--- config.mk ---
export PLATFORM = sky130hd
export DESIGN_NAME = scancode_to_ascii_fifo_top
export DESIGN_NICKNAME = d
export VERILOG_FILES = /design/src/hw/rtl/scta_pkg.sv /design/src/hw/rtl/scta_ram.sv /design/src/hw/rtl/scancode_to_ascii_fifo_top.sv
export SDC_FILE = /design/constraint.sdc
export NUM_CORES = 1
export LEC_CHECK = 0
export BUFFER_PORTS_ARGS = -buffer_cell sky130_fd_sc_hd__buf_4
export CORE_ASPECT_RATIO = 0.75
export CORE_MARGIN = 2
export CORE_UTILIZATION = 60
export CTS_CLUSTER_SIZE = 8
export DETAILED_ROUTE_END_ITERATION = 16
export PLACE_DENSITY_LB_ADDON = 0.12
export SLEW_MARGIN = 40
export SYNTH_ARGS = -nofsm -noshare
export SYNTH_HDL_FRONTEND = slang
export SYNTH_SLANG_ARGS = --single-unit
--- constraint.sdc ---
create_clock -name clk_i -period 5.7 [get_ports clk_i]
set_input_delay 0.285 -clock clk_i [delete_from_list [all_inputs] [get_ports clk_i]]
set_output_delay 0.285 -clock clk_i [all_outputs]
set_load 0.01 [all_outputs]
--- src/hw/rtl/scta_pkg.sv ---
// Package for the scancode-to-ASCII queue block: payload structs, scancode
// constants and the set-1 key table. No dependencies.
`timescale 1ns / 1ps

package scta_pkg;

  localparam int unsigned QUEUE_DEPTH = 128;
  localparam int unsigned CHAR_W      = 7;

  localparam logic [7:0]        SC_F12    = 8'h58;
  localparam logic [7:0]        SC_BREAK  = 8'h80;
  localparam logic [7:0]        SC_ESC    = 8'h01;
  localparam logic [CHAR_W-1:0] ASCII_ESC = 7'd27;

  typedef enum logic {
    FuncScancode = 1'b0,
    FuncRead     = 1'b1
  } func_e;

  typedef struct packed {
    logic       func;
    logic [7:0] scancode;
  } in_t;

  typedef struct packed {
    logic [CHAR_W-1:0] read_char;
    logic [CHAR_W-1:0] echo_char;
    logic              shutdown;
    logic              dropped;
  } out_t;

  // Set-1 make code to lowercase ASCII; zero marks an unmapped key.
  function automatic logic [CHAR_W-1:0] key_rom(input logic [6:0] code);
    logic [CHAR_W-1:0] c;
    case (code)
      7'd2:    c = 7'h31;
      7'd3:    c = 7'h32;
      7'd4:    c = 7'h33;
      7'd5:    c = 7'h34;
      7'd6:    c = 7'h35;
      7'd7:    c = 7'h36;
      7'd8:    c = 7'h37;
      7'd9:    c = 7'h38;
      7'd10:   c = 7'h39;
      7'd11:   c = 7'h30;
      7'd12:   c = 7'h2d;
      7'd13:   c = 7'h3d;
      7'd16:   c = 7'h71;
      7'd17:   c = 7'h77;
      7'd18:   c = 7'h65;
      7'd19:   c = 7'h72;
      7'd20:   c = 7'h74;
      7'd21:   c = 7'h79;
      7'd22:   c = 7'h75;
      7'd23:   c = 7'h69;
      7'd24:   c = 7'h6f;
      7'd25:   c = 7'h70;
      7'd26:   c = 7'h5b;
      7'd27:   c = 7'h5d;
      7'd28:   c = 7'h0a;
      7'd30:   c = 7'h61;
      7'd31:   c = 7'h73;
      7'd32:   c = 7'h64;
      7'd33:   c = 7'h66;
      7'd34:   c = 7'h67;
      7'd35:   c = 7'h68;
      7'd36:   c = 7'h6a;
      7'd37:   c = 7'h6b;
      7'd38:   c = 7'h6c;
      7'd39:   c = 7'h3b;
      7'd40:   c = 7'h27;
      7'd41:   c = 7'h60;
      7'd43:   c = 7'h5c;
      7'd44:   c = 7'h7a;
      7'd45:   c = 7'h78;
      7'd46:   c = 7'h63;
      7'd47:   c = 7'h76;
      7'd48:   c = 7'h62;
      7'd49:   c = 7'h6e;
      7'd50:   c = 7'h6d;
      7'd51:   c = 7'h2c;
      7'd52:   c = 7'h2e;
      7'd53:   c = 7'h2f;
      7'd55:   c = 7'h2a;
      7'd57:   c = 7'h20;
      default: c = '0;
    endcase
    return c;
  endfunction

endpackage

--- src/hw/rtl/scta_ram.sv ---
// Generic single-port-write, single-port-read RAM with registered read data.
// No dependencies.
`timescale 1ns / 1ps

module scta_ram #(
  parameter int unsigned Width = 8,
  parameter int unsigned Depth = 16
) (
  input  logic                     clk_i,
  input  logic                     we_i,
  input  logic [$clog2(Depth)-1:0] waddr_i,
  input  logic [Width-1:0]         wdata_i,
  input  logic                     re_i,
  input  logic [$clog2(Depth)-1:0] raddr_i,
  output logic [Width-1:0]         rdata_o
);

  logic [Width-1:0] mem_q [Depth];
  logic [Width-1:0] rdata_q;

  always_ff @(posedge clk_i) begin
    if (we_i) begin
      mem_q[waddr_i] <= wdata_i;
    end
    if (re_i) begin
      rdata_q <= mem_q[raddr_i];
    end
  end

  assign rdata_o = rdata_q;

endmodule

--- src/hw/rtl/scancode_to_ascii_fifo_top.sv ---
// Top level of the scancode-to-ASCII queue block: key decode, queue pointers,
// output register. Depends on scta_pkg and scta_ram.
`timescale 1ns / 1ps

// Usage
// - Input channel (in_valid_i / in_ready_o / in_data_i): each transaction is
//   either a set-1 scancode (func = 0) or a request to read one character
//   from the queue (func = 1). Every transaction yields exactly one result.
// - Output channel (out_valid_o / out_ready_i / out_data_o): read_char,
//   echo_char, shutdown and dropped, held in an output register.
// - Configuration: cfg_we_i writes cfg_wdata_i into polled_mode at once.
//   Polled mode echoes each mapped key; interrupt mode maps 0x01 to ESC and
//   treats F12 as shutdown, after which every transaction returns zeros.
// - Timing: a scancode result is registered and ready the cycle after acceptance;
//   a read of a non-empty queue passes the queue RAM read port, then the output register.
// - Throughput: one transaction every cycle for scancodes and empty reads
//   while out_ready_i is high; during a read that fetches a character,
//   in_ready_o stays low until the RAM data reaches the output register.
// - Stall: the next transaction is taken while the output register drains
//   in the same cycle; if the receiver holds out_ready_i low, in_ready_o
//   stays low and nothing is lost.
// - Reset: pointers, halt flag and polled_mode clear; queue contents are
//   left as they are, since only written slots are ever read.

module scancode_to_ascii_fifo_top #(
  parameter int unsigned QueueDepth = scta_pkg::QUEUE_DEPTH
) (
  input  logic           clk_i,
  input  logic           rst_ni,
  input  logic           in_valid_i,
  output logic           in_ready_o,
  input  scta_pkg::in_t  in_data_i,
  output logic           out_valid_o,
  input  logic           out_ready_i,
  output scta_pkg::out_t out_data_o,
  input  logic           cfg_we_i,
  input  logic           cfg_wdata_i
);

  localparam int unsigned PtrW = $clog2(QueueDepth);
  localparam int unsigned CW   = scta_pkg::CHAR_W;

  typedef enum logic {
    StIdle,
    StRead
  } state_e;

  state_e          state_q;
  logic            out_valid_q;
  scta_pkg::out_t  out_q, out_d;
  logic [PtrW-1:0] wr_ptr_q, rd_ptr_q;
  logic [PtrW-1:0] wr_nxt, rd_nxt;
  logic            halted_q;
  logic            polled_q;

  logic            accept;
  logic            is_f12;
  logic [CW-1:0]   key_char;
  logic            key_ok;
  logic            full;
  logic            empty;
  logic            ram_we;
  logic            ram_re;
  logic            out_load;
  logic [CW-1:0]   ram_rdata;

  // Hold new work back until the output register is free or draining now.
  assign in_ready_o = (state_q == StIdle) && (!out_valid_q || out_ready_i);
  assign accept     = in_valid_i && in_ready_o;

  // Advance pointers with wrap at any queue depth.
  assign wr_nxt = (wr_ptr_q == PtrW'(QueueDepth - 1)) ? '0 : wr_ptr_q + 1'b1;
  assign rd_nxt = (rd_ptr_q == PtrW'(QueueDepth - 1)) ? '0 : rd_ptr_q + 1'b1;
  assign full   = (wr_nxt == rd_ptr_q);
  assign empty  = (wr_ptr_q == rd_ptr_q);

  // Decode the scancode: F12 halts in interrupt mode, break codes drop out.
  assign is_f12   = !polled_q && (in_data_i.scancode == scta_pkg::SC_F12);
  assign key_char = (!polled_q && (in_data_i.scancode == scta_pkg::SC_ESC))
                    ? scta_pkg::ASCII_ESC
                    : scta_pkg::key_rom(in_data_i.scancode[6:0]);
  assign key_ok   = (in_data_i.func == scta_pkg::FuncScancode) && !is_f12 &&
                    ((in_data_i.scancode & scta_pkg::SC_BREAK) == 8'h00) &&
                    (key_char != '0);

  assign ram_we = accept && !halted_q && key_ok && !full;
  assign ram_re = accept && !halted_q && (in_data_i.func == scta_pkg::FuncRead) &&
                  !empty;

  // Reads and writes are sequenced by the FSM, so one slot never sees both
  // in flight at once; a read is issued only after every earlier write.
  scta_ram #(
    .Width (CW),
    .Depth (QueueDepth)
  ) u_queue (
    .clk_i   (clk_i),
    .we_i    (ram_we),
    .waddr_i (wr_ptr_q),
    .wdata_i (key_char),
    .re_i    (ram_re),
    .raddr_i (rd_ptr_q),
    .rdata_o (ram_rdata)
  );

  // Load the output register now for scancodes and empty reads, and in the
  // following StRead state for reads that wait on the RAM.
  assign out_load = (accept && !ram_re) || (state_q == StRead);

  always_comb begin
    out_d = '0;
    if (state_q == StRead) begin
      out_d.read_char = ram_rdata;
    end else if (!halted_q && (in_data_i.func == scta_pkg::FuncScancode)) begin
      out_d.shutdown  = is_f12;
      out_d.echo_char = (key_ok && polled_q) ? key_char : '0;
      out_d.dropped   = key_ok && full;
    end
  end

  always_ff @(posedge clk_i) begin
    if (out_load) begin
      out_q <= out_d;
    end
  end

  always_ff @(posedge clk_i or negedge rst_ni) begin
    if (!rst_ni) begin
      state_q     <= StIdle;
      out_valid_q <= 1'b0;
      wr_ptr_q    <= '0;
      rd_ptr_q    <= '0;
      halted_q    <= 1'b0;
      polled_q    <= 1'b0;
    end else begin
      if (cfg_we_i) begin
        polled_q <= cfg_wdata_i;
      end
      if (out_valid_q && out_ready_i) begin
        out_valid_q <= 1'b0;
      end
      case (state_q)
        StIdle: begin
          if (accept) begin
            if (ram_re) begin
              rd_ptr_q <= rd_nxt;
              state_q  <= StRead;
            end else begin
              out_valid_q <= 1'b1;
            end
            if (ram_we) begin
              wr_ptr_q <= wr_nxt;
            end
            if (!halted_q && (in_data_i.func == scta_pkg::FuncScancode) && is_f12) begin
              halted_q <= 1'b1;
            end
          end
        end
        StRead: begin
          out_valid_q <= 1'b1;
          state_q     <= StIdle;
        end
        default: begin
          state_q <= StIdle;
        end
      endcase
    end
  end

  assign out_valid_o = out_valid_q;
  assign out_data_o  = out_q;

endmodule

==> results.ini <==
[clocking]
cts_num_sinks = 937
clock_latency_ps = 700
cts.reportedPaths.clkPinSlew_ps = 50
h-tree-depth = 4
cts_setup_buffers = 0
root_buffer = clkbuf_16
cts_buffers = 135
cts_tree = built
clock_path_buffers = 3
cts_resized = 0
holdBufCountCts = 8

[timing]
relSlewSlack = 0.438
worst_pin_slew_ps = 840
max_clock_freq_ghz = 0.217
finalSetupTns_ps = 0
setup_violations = 0
finalCritPeriodShare = 0.808
fin_skew_ps = 21.0
maxSlewViolCount = 0
finalHoldViolations = 0
rsz0062_at_grt = no
fin_crit_ps = 4600

[die]
start_util = 0.607
io_pins = 33
die-area_mm2 = 0.0648
die_y_um = 221
coreArea_mm2 = 0.0621
die_w_um = 293
rows = 79

[pwr]
net-switching-power_mw = 4.75
swShare = 0.258
clkPwrFrac = 0.385
p_int_mw = 13.6
p_total_mw = 18.4
p_comb_frac = 0.184
powerDensity_mw_per_mm2 = 430
leakage_nw = 13.2
irDropWorstVdd_uv = 367
seq_power_share = 0.431

[synth]
synth-main-ff-cell = edfxtp_1
ys_async_sr_fraction = 0.0192
ys_ff_latch = 937
synth_nets = 1818
syn_inst = 1789
synth.distinct_cells = 71
synth.most_common_cell = edfxtp_1
synth_area_leaders = edfxtp_1, mux4_2, nor2_1, dfrtp_1, mux2i_1
yosysTopAreaCell = edfxtp_1
yosysSeqAreaShare = 0.745
avgSynthCellArea_um2 = 21.0
synth_edf_count = 919
ys_warn_count = 0
synth_top_area_share = 0.733
synth_common_cells = edfxtp_1, mux4_2, nor2_1
syn_area_mm2 = 0.0376

[place]
numPortBuffers = 32
gp_congestion = 0.872
place_inst = 2565
place_hpwl_mm = 49.9

[final_layout]
area_growth_pct = 13.5
fin_util = 0.689
finalNonFillerCells = 2747
seq_area_mm2 = 0.0281
layout.nets = 1930
fill_cells = 3778
diodes = 0
multi_input_area_mm2 = 0.00924
drive_gt1_frac = 0.287

[routing]
ant_nets = 0
routedWlPerCell_um = 31.0
drc = 0
drt_iter0_drc = 2460
wl_mm = 85.2
via_per_inst = 6.84
first_pass_iters = 5
route.vias.total = 18800

[worst_setup_path]
r2r-start = wr_ptr_q[0]$_DFFE_PN0P_
path_class = flop to flop
reg2regPathDepth = 8
cp-end-kind = flop
crit_start = wr_ptr_q[0]$_DFFE_PN0P_
startpoint_type = flop
crit_required_ps = 6020
arrival_ps = 4920
r2r_slack_ps = 1100
r2r-end = u_queue.mem_q[90][6]$_DFFE_PP_
crit_fanout = 17

[run_status]
status = finished, final reports clean

[grt]
grt_pass1_vias = 18800
grt_start_max_net_pins = 142
grt_pass1_wl_mm = 128
grt_overflow = 0
grtUsageTotal = 0.273
antenna_found_initial = 1

[hold_path]
hold_class = primary input to async pin

[run]
cap_violations = 0

kinds of logic (layout without fill, tap and decap cells):
logic type               count (synthesis)  count (layout)  synth area share
adder cells (fa/ha/maj)                 14              14           0.00465
XOR/XNOR                                15              15           0.00349
multiplexers                           314             314             0.177
buffers and inverters                  113             261            0.0136
flip-flops                             937             937             0.745
AO/OA/AOI/OAI                           92              92            0.0173
AND/OR/NAND/NOR                        304             304            0.0392
cell usage in the layout (no fill, tap or decap), types with 12 or more instances in the layout:
master     count
buf_4         62
nand2_1       60
clkbuf_16    141
edfxtp_1     919
ha_1          14
o21ai_0       22
nor2_1       128
mux4_2       280
nor3_2        13
clkbuf_1      23
nand3_1       12
nor2b_1       13
dfrtp_1       14
mux2i_1       27
cell type report:
cell class              count  share of cell area
clock buffers             164              0.0846
repair buffers             78              0.0159
well taps                 810              0.0237
clock inverters             9             0.00243
flip-flops and latches    937               0.656
multi-input cells         739               0.216
inverters                  10            0.000907
layer usage:
metal  wire [um]  up-vias  GRT usage
met5           0        -          0
li1            -     7651          -
met1       37300     9959      0.439
met2       38200     1055      0.384
met3        8210      118     0.0640
met4        1470        0     0.0734
worst max-delay path by stage:
stage / slack (ps) / end / cells after the start
6_report: 1100 / u_queue.mem_q[90][6]$_DFFE_PP_ / 8
5_1_grt: 930 / u_queue.mem_q[90][2]$_DFFE_PP_ / 8
4_1_cts: 1280 / u_queue.mem_q[90][2]$_DFFE_PP_ / 8
3_5_place_dp: 1230 / u_queue.mem_q[84][4]$_DFFE_PP_ / 11
3_3_place_gp: 1370 / u_queue.mem_q[63][0]$_DFFE_PP_ / 11
2_1_floorplan: 940 / u_queue.mem_q[71][0]$_DFFE_PP_ / 12
worst max-delay path: stages (launching register included):
cell,delay [ps]
dfrtp_1,690
ha_1,400
nand4_1,290
nor2_1,370
a221oi_1,130
nand4_1,160
o21a_1,630
nand4b_4,750
nor2_1,780
registers in the layout, indices dropped and copies added (netlist names):
name,cells
rd_ptr_q,7
out_valid_o,1
wr_ptr_q,7
out_data_o,16
u_queue.rdata_o,7
polled_q,1
u_queue.mem_q,896
halted_q,1
state_q,1
per-stage QoR:
step                hold WS (ps)  instance area [um2]  setup WS, ps
floorplan                  -10.6                37700           941
global placement             170                38800          1370
detailed placement           177                38900          1230
CTS                          164                42700          1280
global route                 184                42700           932
finish                       176                42700          1100
power by group through the flow:
| stage | Sequential (mW) | Combinational, mW | Clock, mW |
|---|---|---|---|
| after CTS | 7.93 | 3.35 | 7.19 |
| after floorplan | 7.90 | 2.40 | 0 |
| after global routing | 7.94 | 3.55 | 7.48 |
| after global placement | 8.05 | 3.31 | 0 |
| final | 7.93 | 3.38 | 7.08 |
| after detailed placement | 8.06 | 3.33 | 0 |
Note: power is estimated with default switching activity, not from simulation.
